==> config.mk <==
export PLATFORM = sky130hd
export DESIGN_NAME = tim_control
export DESIGN_NICKNAME = d
export VERILOG_FILES = /design/src/hdl/tim_pkg.sv /design/src/hdl/tim_control.sv
export SDC_FILE = /design/constraint.sdc
export NUM_CORES = 1
export LEC_CHECK = 0
export BUFFER_PORTS_ARGS = -buffer_cell sky130_fd_sc_hd__buf_2
export CAP_MARGIN = 10
export CORE_AREA = 5 5 52 54
export CTS_BUF_LIST = sky130_fd_sc_hd__clkbuf_8 sky130_fd_sc_hd__clkbuf_16
export DETAILED_ROUTE_END_ITERATION = 8
export DIE_AREA = 0 0 57 59
export HOLD_SLACK_MARGIN = 0.03
export PLACE_DENSITY_LB_ADDON = 0.1
export SYNTH_ARGS = -nofsm -noshare
export SYNTH_HDL_FRONTEND = slang
export SYNTH_SLANG_ARGS = --single-unit
==> constraint.sdc <==
create_clock -name clk -period 3.49 [get_ports clk]
set_input_delay 0.698 -clock clk [delete_from_list [all_inputs] [get_ports clk]]
set_output_delay 0.698 -clock clk [all_outputs]
set_load 0.01 [all_outputs]
==> src/hdl/tim_pkg.sv <==
// Shared types and constants for the timestamp interpolation matcher.
package tim_pkg;
	localparam int HistDepth = 16;
	localparam int HistIdxBits = 4;
	localparam int HistCntBits = 5;
	localparam int FixDepth = 8;
	localparam int FixIdxBits = 3;
	localparam int FixCntBits = 4;
	localparam int TimeBits = 48;
	localparam int MaxMatches = 8;
	localparam int MatchCntBits = 4;
	localparam int QuoBits = 64;
	localparam int DivSteps = 128;
	localparam int DivCntBits = 7;

	typedef enum logic {
		OP_POSITION = 1'b0,
		OP_FIX      = 1'b1
	} op_t;

	typedef struct packed {
		logic               operation;
		logic [47:0]        timestamp;
		logic signed [63:0] coord_x;
		logic signed [63:0] coord_y;
		logic signed [63:0] coord_z;
		logic signed [31:0] accuracy_x;
		logic signed [31:0] accuracy_y;
		logic signed [31:0] accuracy_z;
	} in_item_t;

	typedef struct packed {
		logic [47:0]        match_time;
		logic signed [63:0] rel_x;
		logic signed [63:0] rel_y;
		logic signed [63:0] rel_z;
		logic signed [63:0] global_x;
		logic signed [63:0] global_y;
		logic signed [63:0] global_z;
		logic signed [31:0] acc_out_x;
		logic signed [31:0] acc_out_y;
		logic signed [31:0] acc_out_z;
		logic               last;
	} out_item_t;

	typedef enum logic [3:0] {
		ST_IDLE,
		ST_STORE,
		ST_CHECK,
		ST_SCAN,
		ST_DECIDE,
		ST_LOAD,
		ST_DIV,
		ST_EMIT,
		ST_TRIM,
		ST_CLOSE,
		ST_SHOW
	} state_t;

	// Decision about the head fix after a history scan.
	typedef enum logic [1:0] {
		DEC_WAIT,
		DEC_DISCARD,
		DEC_MATCH
	} decision_t;

	typedef struct packed {
		logic store;
		logic scan_start;
		logic scan_step;
		logic load;
		logic div_start;
		logic div_step;
		logic emit;
		logic pop;
		logic trim;
		logic last;
	} cmd_t;

	typedef struct packed {
		logic      is_fix;
		logic      ready_to_match;
		logic      scan_done;
		decision_t decision;
		logic      div_done;
		logic      fixes_left;
		logic      hist_multi;
	} status_t;
endpackage

==> src/hdl/tim_control.sv <==
// Controller state machine sequencing store, scan, divide and emit.
module tim_control
	import tim_pkg::*;
(
	input  logic    clk,
	input  logic    arst_n,
	input  logic    start,
	output logic    busy,
	output logic    capture,
	output cmd_t    cmd,
	input  status_t status,
	output logic    strobe
);
	state_t state_q, state_d;
	logic [MatchCntBits-1:0] n_q;
	logic pend_q;
	logic div_started_q;

	always_ff @(posedge clk or negedge arst_n) begin
		if (!arst_n) begin
			state_q <= ST_IDLE;
			n_q <= '0;
			pend_q <= 1'b0;
			div_started_q <= 1'b0;
		end else begin
			state_q <= state_d;
			div_started_q <= state_q == ST_DIV;
			if (state_q == ST_STORE) n_q <= '0;
			else if (cmd.emit) n_q <= n_q + 1'b1;
			// A computed match stays pending until it has been shown.
			if (cmd.emit) pend_q <= 1'b1;
			else if (state_q == ST_SHOW) pend_q <= 1'b0;
		end
	end

	always_comb begin
		state_d = state_q;
		unique case (state_q)
			ST_IDLE:   if (start) state_d = ST_STORE;
			ST_STORE:  state_d = ST_CHECK;
			ST_CHECK: begin
				if (!status.ready_to_match || n_q == MatchCntBits'(MaxMatches))
					state_d = pend_q ? ST_CLOSE : ST_IDLE;
				else state_d = ST_SCAN;
			end
			ST_SCAN:   if (status.scan_done) state_d = ST_DECIDE;
			ST_DECIDE: begin
				unique case (status.decision)
					DEC_MATCH:   state_d = ST_LOAD;
					DEC_DISCARD: state_d = ST_CHECK;
					DEC_WAIT:    state_d = ST_TRIM;
					default:     state_d = ST_TRIM;
				endcase
			end
			ST_LOAD:   state_d = ST_DIV;
			ST_DIV:    if (status.div_done) state_d = ST_EMIT;
			ST_EMIT:   state_d = ST_CHECK;
			ST_TRIM:   state_d = pend_q ? ST_CLOSE : ST_IDLE;
			ST_CLOSE:  state_d = ST_SHOW;
			ST_SHOW:   state_d = ST_IDLE;
			default:   state_d = ST_IDLE;
		endcase
	end

	always_comb begin
		cmd = '0;
		capture = 1'b0;
		strobe = 1'b0;
		unique case (state_q)
			ST_IDLE:   capture = start;
			ST_STORE:  cmd.store = 1'b1;
			ST_CHECK:  cmd.scan_start = 1'b1;
			ST_SCAN:   cmd.scan_step = !status.scan_done;
			ST_DECIDE: cmd.pop = status.decision == DEC_DISCARD;
			ST_LOAD:   cmd.load = 1'b1;
			ST_DIV: begin
				cmd.div_start = !div_started_q;
				cmd.div_step = div_started_q;
			end
			ST_EMIT: begin
				// The previous match is shown while the new one is latched.
				cmd.emit = 1'b1;
				strobe = pend_q;
			end
			ST_TRIM:   cmd.trim = 1'b1;
			ST_CLOSE:  cmd.last = 1'b1;
			ST_SHOW:   strobe = 1'b1;
			default:   cmd = '0;
		endcase
	end

	assign busy = state_q != ST_IDLE;
endmodule

Word-level counts from Yosys, hierarchy flattened
Cells that the tools add are included.
{ "totals": {"ff_bits": 10, "inputBits": 11, "elab_cells": 53} }
{ "classes": {"addsub": 1, "eq_ne": 16, "mux": 22, "reduce_logical": 10} }
{ "ops": {"columns": ["op", "n"], "rows": [
  ["one-hot mux 4 bit (9 select lines)", 1],
  ["2-to-1 mux 4 bit", 7],
  ["equality test 4 x 3 -> 1 bit (second input constant)", 4],
  ["equality test 4 bit (second input constant)", 4],
  ["2-to-1 mux 1 bit", 11],
  ["equality test 4 x 2 -> 1 bit (second input constant)", 2],
  ["one-hot mux 4 bit (2 select lines)", 1],
  ["inequality test 2 bit (second input constant)", 3],
  ["adder 4 x 1 -> 4 bit (second input constant)", 1],
  ["equality test 4 x 1 -> 1 bit (second input constant)", 1],
  ["zero test 4 bit", 1],
  ["nonzero test 2 bit", 2],
  ["nonzero test 4 bit", 1],
  ["zero test 1 bit", 3],
  ["AND reduction 3 bit", 1],
  ["equality test 2 x 1 -> 1 bit (second input constant)", 1],
  ["equality test 2 bit (second input constant)", 1],
  ["2-to-1 mux 2 bit", 1],
  ["one-hot mux 1 bit (2 select lines)", 1],
  ["OR reduction 2 bit", 1],
  ["logical OR 1 bit", 1]
]} }

Logic depth before layout (Yosys ltp)
Gate-level depths: netlist of the first run.
{ "logic_depth": {"depth_word": 4, "depth_mapped": 6, "depth_no_buf": 6} }

Worst setup path before layout of the first run
No wires, ideal clock.
{ "synth_path": {"kind": "register -> output", "start": "register state_q[1]", "end": "output cmd[9] in the netlist's numbering", "arrival_time_ps": 1050, "t_required_ps": 2792, "setup_slack_ps": 1742, "stages_incl_launch_ff": 4, "path_buffers": 1, "cell_sequence": "dfrtp_1 -> buf_4 -> or2b_1 -> nor3_1"} }
{ "synth_lines": {"columns": ["item", "line", "source"], "rows": [
  ["from (decl)", "tim_control.sv:14", "state_t state_q, state_d;"],
  ["from (signal assigned)", "tim_control.sv:26", "state_q <= state_d;"],
  ["to (decl)", "tim_control.sv:10", "output cmd_t cmd,"]
]} }

==> run_results.csv, run 1 <==
group,metric,value,unit
global_routing,overflow,0,
critical_path,rr_worst_depth,4,
logic_synthesis,ys_types,38,
clocking,path_clk_slew,0.05,ns
final_layout,layout_commonest_cell,"buf_2",
global_routing,use_met2,19.9,%
final_layout,fill_cells,230,
clocking,postCtsHoldBufs,0,
power,max-vdd-ir-drop,0.000357,V
flow_run,drv_cap,0,
global_routing,antenna_found_initial,0,
final_layout,nets,141,
power,p_total,673,uW
logic_synthesis,synth-seq-area-share,29.6,%
critical_path,critPathLaunchType,"register",
die,start_util,38.9,%
clocking,cts_buffer_depth,2,
clocking,h-tree-depth,1,
clocking,postCtsSetupRepairBufs,0,
sta,setup_viol,0,
logic_synthesis,syn_inst,106,
die,fp.coreArea,2170,um2
sta,whs,0.314,ns
clocking,clkSinkCount,10,
critical_path,end_kind,"output pin",
route,drc,0,
placed_design,place.port_buffers,20,
critical_path,critical_path_class,"register to output pin",
clocking,cts_buffers,3,
final_layout,final_layout_size_suffix_gt1_share,28.0,%
hold_path,hp-class,"input port to asynchronous set/reset pin",
power,p_leak,0.000480,uW
global_routing,use_met1,16.3,%
placed_design,pre_cts_slack,1.37,ns
sta,skew,0.000789,ns
critical_path,crit_fanout,22,
logic_synthesis,syn_area_per_cell,7.97,um2
global_routing,gr-max-usage-layer,"met2",
final_layout,seq_area,250,um2
logic_synthesis,synth_edf_count,0,
logic_synthesis,netlist_area,845,um2
sta,timing.fmax,421,MHz
run_status,status,"finished, final reports clean",
clocking,clock-root-buffer,"clkbuf_8",
sta,tightestPinTransition,0.645,ns
critical_path,required,2.79,ns
die,die_area,3360,um2
die,io_pins,24,
route,avgViaCountPerCell,5.14,
clocking,clock_latency,0.24,ns
sta,slew-limit-headroom,57.0,%
global_routing,grt_max_degree,23,
sta,fin_ws,1.11,ns
route,dr.first_iter.drc_count,13,
global_routing,grt_pass1_wl,3.34,mm
logic_synthesis,synth-async-reset-ratio,100,%
route,dr.pass1.iters,4,
placed_design,post-dp-hpwl,1.48,mm
logic_synthesis,ys.flop_type,"dfrtp_1",
global_routing,grt_usage,13.1,%
logic_synthesis,yosysWarnings,0,
placed_design,gp_congestion,0.766,
global_routing,grt_pass1_vias,735,
sta,fin_setup_tns,0,ns
logic_synthesis,synth-seq-cells,10,
sta,slew_viol_final,0,
final_layout,antennaDiodeCount,0,
sta,post-route-period-util,68.1,%
final_layout,syn2layout_area_growth,18.2,%
power,power_density,674,nW/um2
die,std_cell_rows,17,
sta,finalHoldViolations,0,
final_layout,multi_input_area,520,um2
route,ant_nets,0,
sta,rsz0062_at_grt,"no",
global_routing,grt_util_met3,6.10,%
route,routed_wirelength,1.96,mm
die,die_h,59,um
route,vias,787,
route,routedWlPerCell,12.8,um
final_layout,most-common-layout-cells,"buf_2, nor2_1, nand2_1, dfrtp_1",
die,dieWidth,57,um
clocking,cts_tree,"done",
logic_synthesis,syn_nets,121,
critical_path,worstPathArrival,1.68,ns
sta,finalCriticalPeriod,2.38,ns
clocking,cts_resized,0,
## cell usage after synthesis (2+ instances only)
master,count,area [um2]
nor2_1,16,60.1
dfrtp_1,10,250
nand2_1,10,37.5
a22o_1,5,43.8
inv_1,5,18.8
o21ai_0,5,25.0
ha_1,4,50.1
nor3_1,4,20.0
a21oi_1,3,15.0
a31oi_1,3,18.8
buf_4,3,22.5
nand2b_1,3,18.8
o21ai_1,3,15.0
and3_1,2,12.5
buf_2,2,10.0
inv_2,2,7.51
nand2_2,2,12.5
nand3_1,2,10.0
nor3b_1,2,15.0
or3_1,2,12.5
## layout make-up
cell class                      instances  share of cell area, %
Clock buffer                            4                   5.51
Multi-Input combinational cell         82                   52.1
Sequential cell                        10                   25.1
Inverter                                8                   3.01
Timing Repair Buffer                   21                   10.8
Tap cell                               28                   3.51
## power breakdown
group / internal [uW] / switching (uW) / leakage [uW]
combinational: 140 / 179 / 0.000316
clock: 99.3 / 47.5 / 0.0000288
sequential: 137 / 69.5 / 0.000136
## through the flow
stage	instances	util [%]	instance area, um2
floorplan	106	-	845
detailed placement	149	43.5	943
global route	153	46.0	998
finish	153	46.0	998
CTS	153	46.0	998
global placement	149	43.5	943
## final timing paths
kind | startpoint | end | slack [ns]
max | state_q[2] | cmd[4] | 1.11
min | arst_n | state_q[1] | 0.31
max reg2reg | state_q[1] | state_q[2] | 1.88
min reg2reg | n_q[0] | n_q[0] | 0.57
max in group asynchronous | arst_n | n_q[1] | 2.98
min in group clk | n_q[0] | n_q[0] | 0.57
## logic make-up after synthesis
group,share of synthesized area [%]
AND/OR/NAND/NOR,30.5
multiplexers,2.52
adder cells (fa/ha/maj),5.93
AO/OA/AOI/OAI,21.6
buffers and inverters,8.74
flip-flops,29.6
XOR/XNOR,1.04
## critical path: stages (launching register included)
cell and delay [ns]:
dfrtp_1 0.31, buf_4 0.25, clkinv_1 0.18, nor2_1 0.23, nand2_1 0.15, inv_2 0.07, and2_1 0.11, buf_2 0.12
## metal layers
metal	part of all wire [%]	routed length (um)
met5	0	0
met4	1.3	25
met3	6.3	124
met2	45	884
met1	47	929
## state kept, by name, indices dropped and copies added, names as in the netlist
signal / count
state_q: 4
pend_q: 1
div_started_q: 1
n_q: 4
(Power assumes the default switching activity.)
==> run 2: changes to the inputs <==
Settings changed: ABC_AREA set to 1, CORE_AREA 5 5 52 54 to 5 5 49 51, DIE_AREA 0 0 57 59 to 0 0 54 56.
Clock period 3.49 ns to 2.3 ns, I/O delays scaled along.
==> run_results.csv, run 2 <==
group,metric,value,unit
global_routing,grt_pass1_vias,653,
final_layout,multi_input_area,369,um2
power,p_sw,409,uW
global_routing,grt_pass1_wl,2.62,mm
logic_synthesis,synth_top_area_share,35.2,%
logic_synthesis,syn_area_per_cell,6.40,um2
logic_synthesis,synthTopCellsByArea,"dfrtp_1, nand2_1, inv_1",
sta,timing.fmax,559,MHz
critical_path,rr_worst_depth,8,
power,p_leak,0.000593,uW
sta,rsz0062_at_grt,"no",
logic_synthesis,synth-async-reset-ratio,100,%
logic_synthesis,synth_common_cells,"nand2_1, inv_1, nor2_1",
logic_synthesis,synth_edf_count,0,
sta,slew_viol_final,0,
die,die_area,3020,um2
power,clockPowerShare,23.2,%
final_layout,final_layout_size_suffix_gt1_share,25.2,%
clocking,cts_buffers,3,
power,power_density,1040,nW/um2
power,sw_frac_of_total,43.6,%
final_layout,most-common-layout-cells,"nand2_1, inv_1, buf_2",
final_layout,nets,151,
critical_path,worst-path-stages,6,
clocking,clkSinkCount,10,
critical_path,crit_family,"simple AND/OR/NAND/NOR gates",
global_routing,grt_max_degree,11,
logic_synthesis,synth_fa_ha_area_share,7.04,%
clocking,cts_buffer_depth,2,
logic_synthesis,synthMuxAreaShare,0,%
power,p_int,529,uW
global_routing,antenna_found_initial,0,
die,std_cell_rows,16,
final_layout,syn2layout_area_growth,26.6,%
placed_design,pre_cts_slack,0.751,ns
logic_synthesis,syn_nets,126,
critical_path,crit_fanout,5,
logic_synthesis,synth_compound_area_share,3.52,%
sta,skew,0.000899,ns
critical_path,worstPathArrival,1.33,ns
logic_synthesis,ys_types,14,
critical_path,critical_path_class,"register to output pin",
final_layout,reg.largest.list,"n_q: 4 flops, state_q: 4 flops",
final_layout,final_cell_area,900,um2
clocking,postCtsSetupRepairBufs,0,
clocking,clock-root-buffer,"clkbuf_8",
logic_synthesis,yosysMostFrequentCell,"nand2_1",
final_layout,seq_area,250,um2
die,die_h,56,um
final_layout,antennaDiodeCount,0,
placed_design,post-dp-hpwl,1.31,mm
route,routed_wirelength,1.55,mm
clocking,postCtsHoldBufs,0,
global_routing,grt_usage,11.8,%
critical_path,cpMaxStageDelayCell,"dfrtp_1",
clocking,cts_resized,0,
route,dr.pass1.iters,4,
power,power_frac_seq,29.4,%
critical_path,slowest_delay,0.42,ns
sta,tightestPinTransition,0.279,ns
clocking,clock_latency,0.23,ns
route,drc,0,
critical_path,required,1.84,ns
die,dieWidth,54,um
final_layout,utilization,47.3,%
hold_path,hp-class,"input port to asynchronous set/reset pin",
logic_synthesis,yosys.area.top_type,"dfrtp_1",
sta,fin_ws,0.512,ns
global_routing,overflow,0,
placed_design,gp_congestion,0.790,
clocking,path_clk_slew,0.05,ns
logic_synthesis,yosysWarnings,0,
route,routedWlPerCell,9.55,um
sta,fin_setup_tns,0,ns
sta,setup_viol,0,
sta,post-route-period-util,77.7,%
route,avgViaCountPerCell,4.43,
placed_design,post_dp_cell_area,845,um2
sta,finalCriticalPeriod,1.79,ns
route,ant_nets,0,
route,dr.first_iter.drc_count,9,
critical_path,critPathLaunchType,"register",
power,combPwrFrac,47.4,%
logic_synthesis,netlist_area,711,um2
placed_design,place.port_buffers,20,
power,p_total,938,uW
logic_synthesis,syn_inst,111,
critical_path,end_kind,"output pin",
logic_synthesis,ys.flop_type,"dfrtp_1",
flow_run,drv_cap,0,
run_status,status,"finished, final reports clean",
logic_synthesis,synth-seq-cells,10,
final_layout,fill_cells,207,
logic_synthesis,synthXorXnorAreaFrac,0,%
clocking,h-tree-depth,1,
critical_path,path_buf_inv,3,
logic_synthesis,synth_top_family_by_area,"simple AND/OR/NAND/NOR gates",
die,fp.coreArea,1900,um2
clocking,cts_tree,"done",
route,vias,718,
power,max-vdd-ir-drop,0.000513,V
die,io_pins,24,
logic_synthesis,synthSimpleGateAreaFrac,41.4,%
sta,slew-limit-headroom,81.3,%
critical_path,crit_path_cell_trace,"nor2_2 -> inv_2 -> nor2_1 -> nand2_1 -> inv_1 -> buf_2",
sta,finalHoldViolations,0,
final_layout,layout_commonest_cell,"nand2_1",
logic_synthesis,synth-seq-area-share,35.2,%
die,start_util,37.4,%
run 2: metal layers:
metal  part of all wire (%)  vias to the layer above  track usage [%]
li1                       -                      380                -
met1                     45                      311             14.7
met2                     46                       25             18.5
met3                    8.7                        2             4.83
met4                   0.39                        0             3.20
met5                      0                        -                0
run 2: final cells by class:
cell class	instances	share of cell area, %
clock buffer	4	6.12
timing repair buffer	20	11.1
inverter	24	10.2
multi-input combinational	77	41.0
tap	27	3.76
sequential	10	27.8
run 2: worst reg2reg max path: stages, from the launching register on:
cell     delay [ns]
dfrtp_1        0.42
nor2_2         0.22
inv_2          0.04
nor2_1         0.13
nand2_1        0.10
nand2_1        0.10
nor2_2         0.05
nand2_1        0.06
nand2_1        0.04
run 2: cells by family after synthesis:
| logic type | count (synthesis) |
|---|---|
| flops | 10 |
| simple gates | 68 |
| fa+ha+maj | 4 |
| compound gates | 5 |
| buf+inv | 24 |
run 2: final timing paths:
path,from,end,slack [ns]
max in group asynchronous,arst_n,n_q[2],2.04
min in group clk,status[2],state_q[2],0.49
min reg2reg,pend_q,pend_q,0.53
max,state_q[2],cmd[7],0.51
min,arst_n,state_q[3],0.08
max reg2reg,state_q[2],state_q[1],1.01
run 2: stage by stage:
step	hold slack, ns	cells
final	0.0760	162
after floorplan	0.164	111
after global routing	0.0955	162
after CTS	0.0886	162
after global placement	0.335	158
after detailed placement	0.337	158
run 2: power groups by stage:
stage          clock network, uW  logic [uW]  registers (uW)
4_1_cts                      221         452             276
6_report                     218         445             276
5_1_grt                      232         521             285
3_5_place_dp                   0         452             278
2_1_floorplan                  0         330             270
3_3_place_gp                   0         450             279
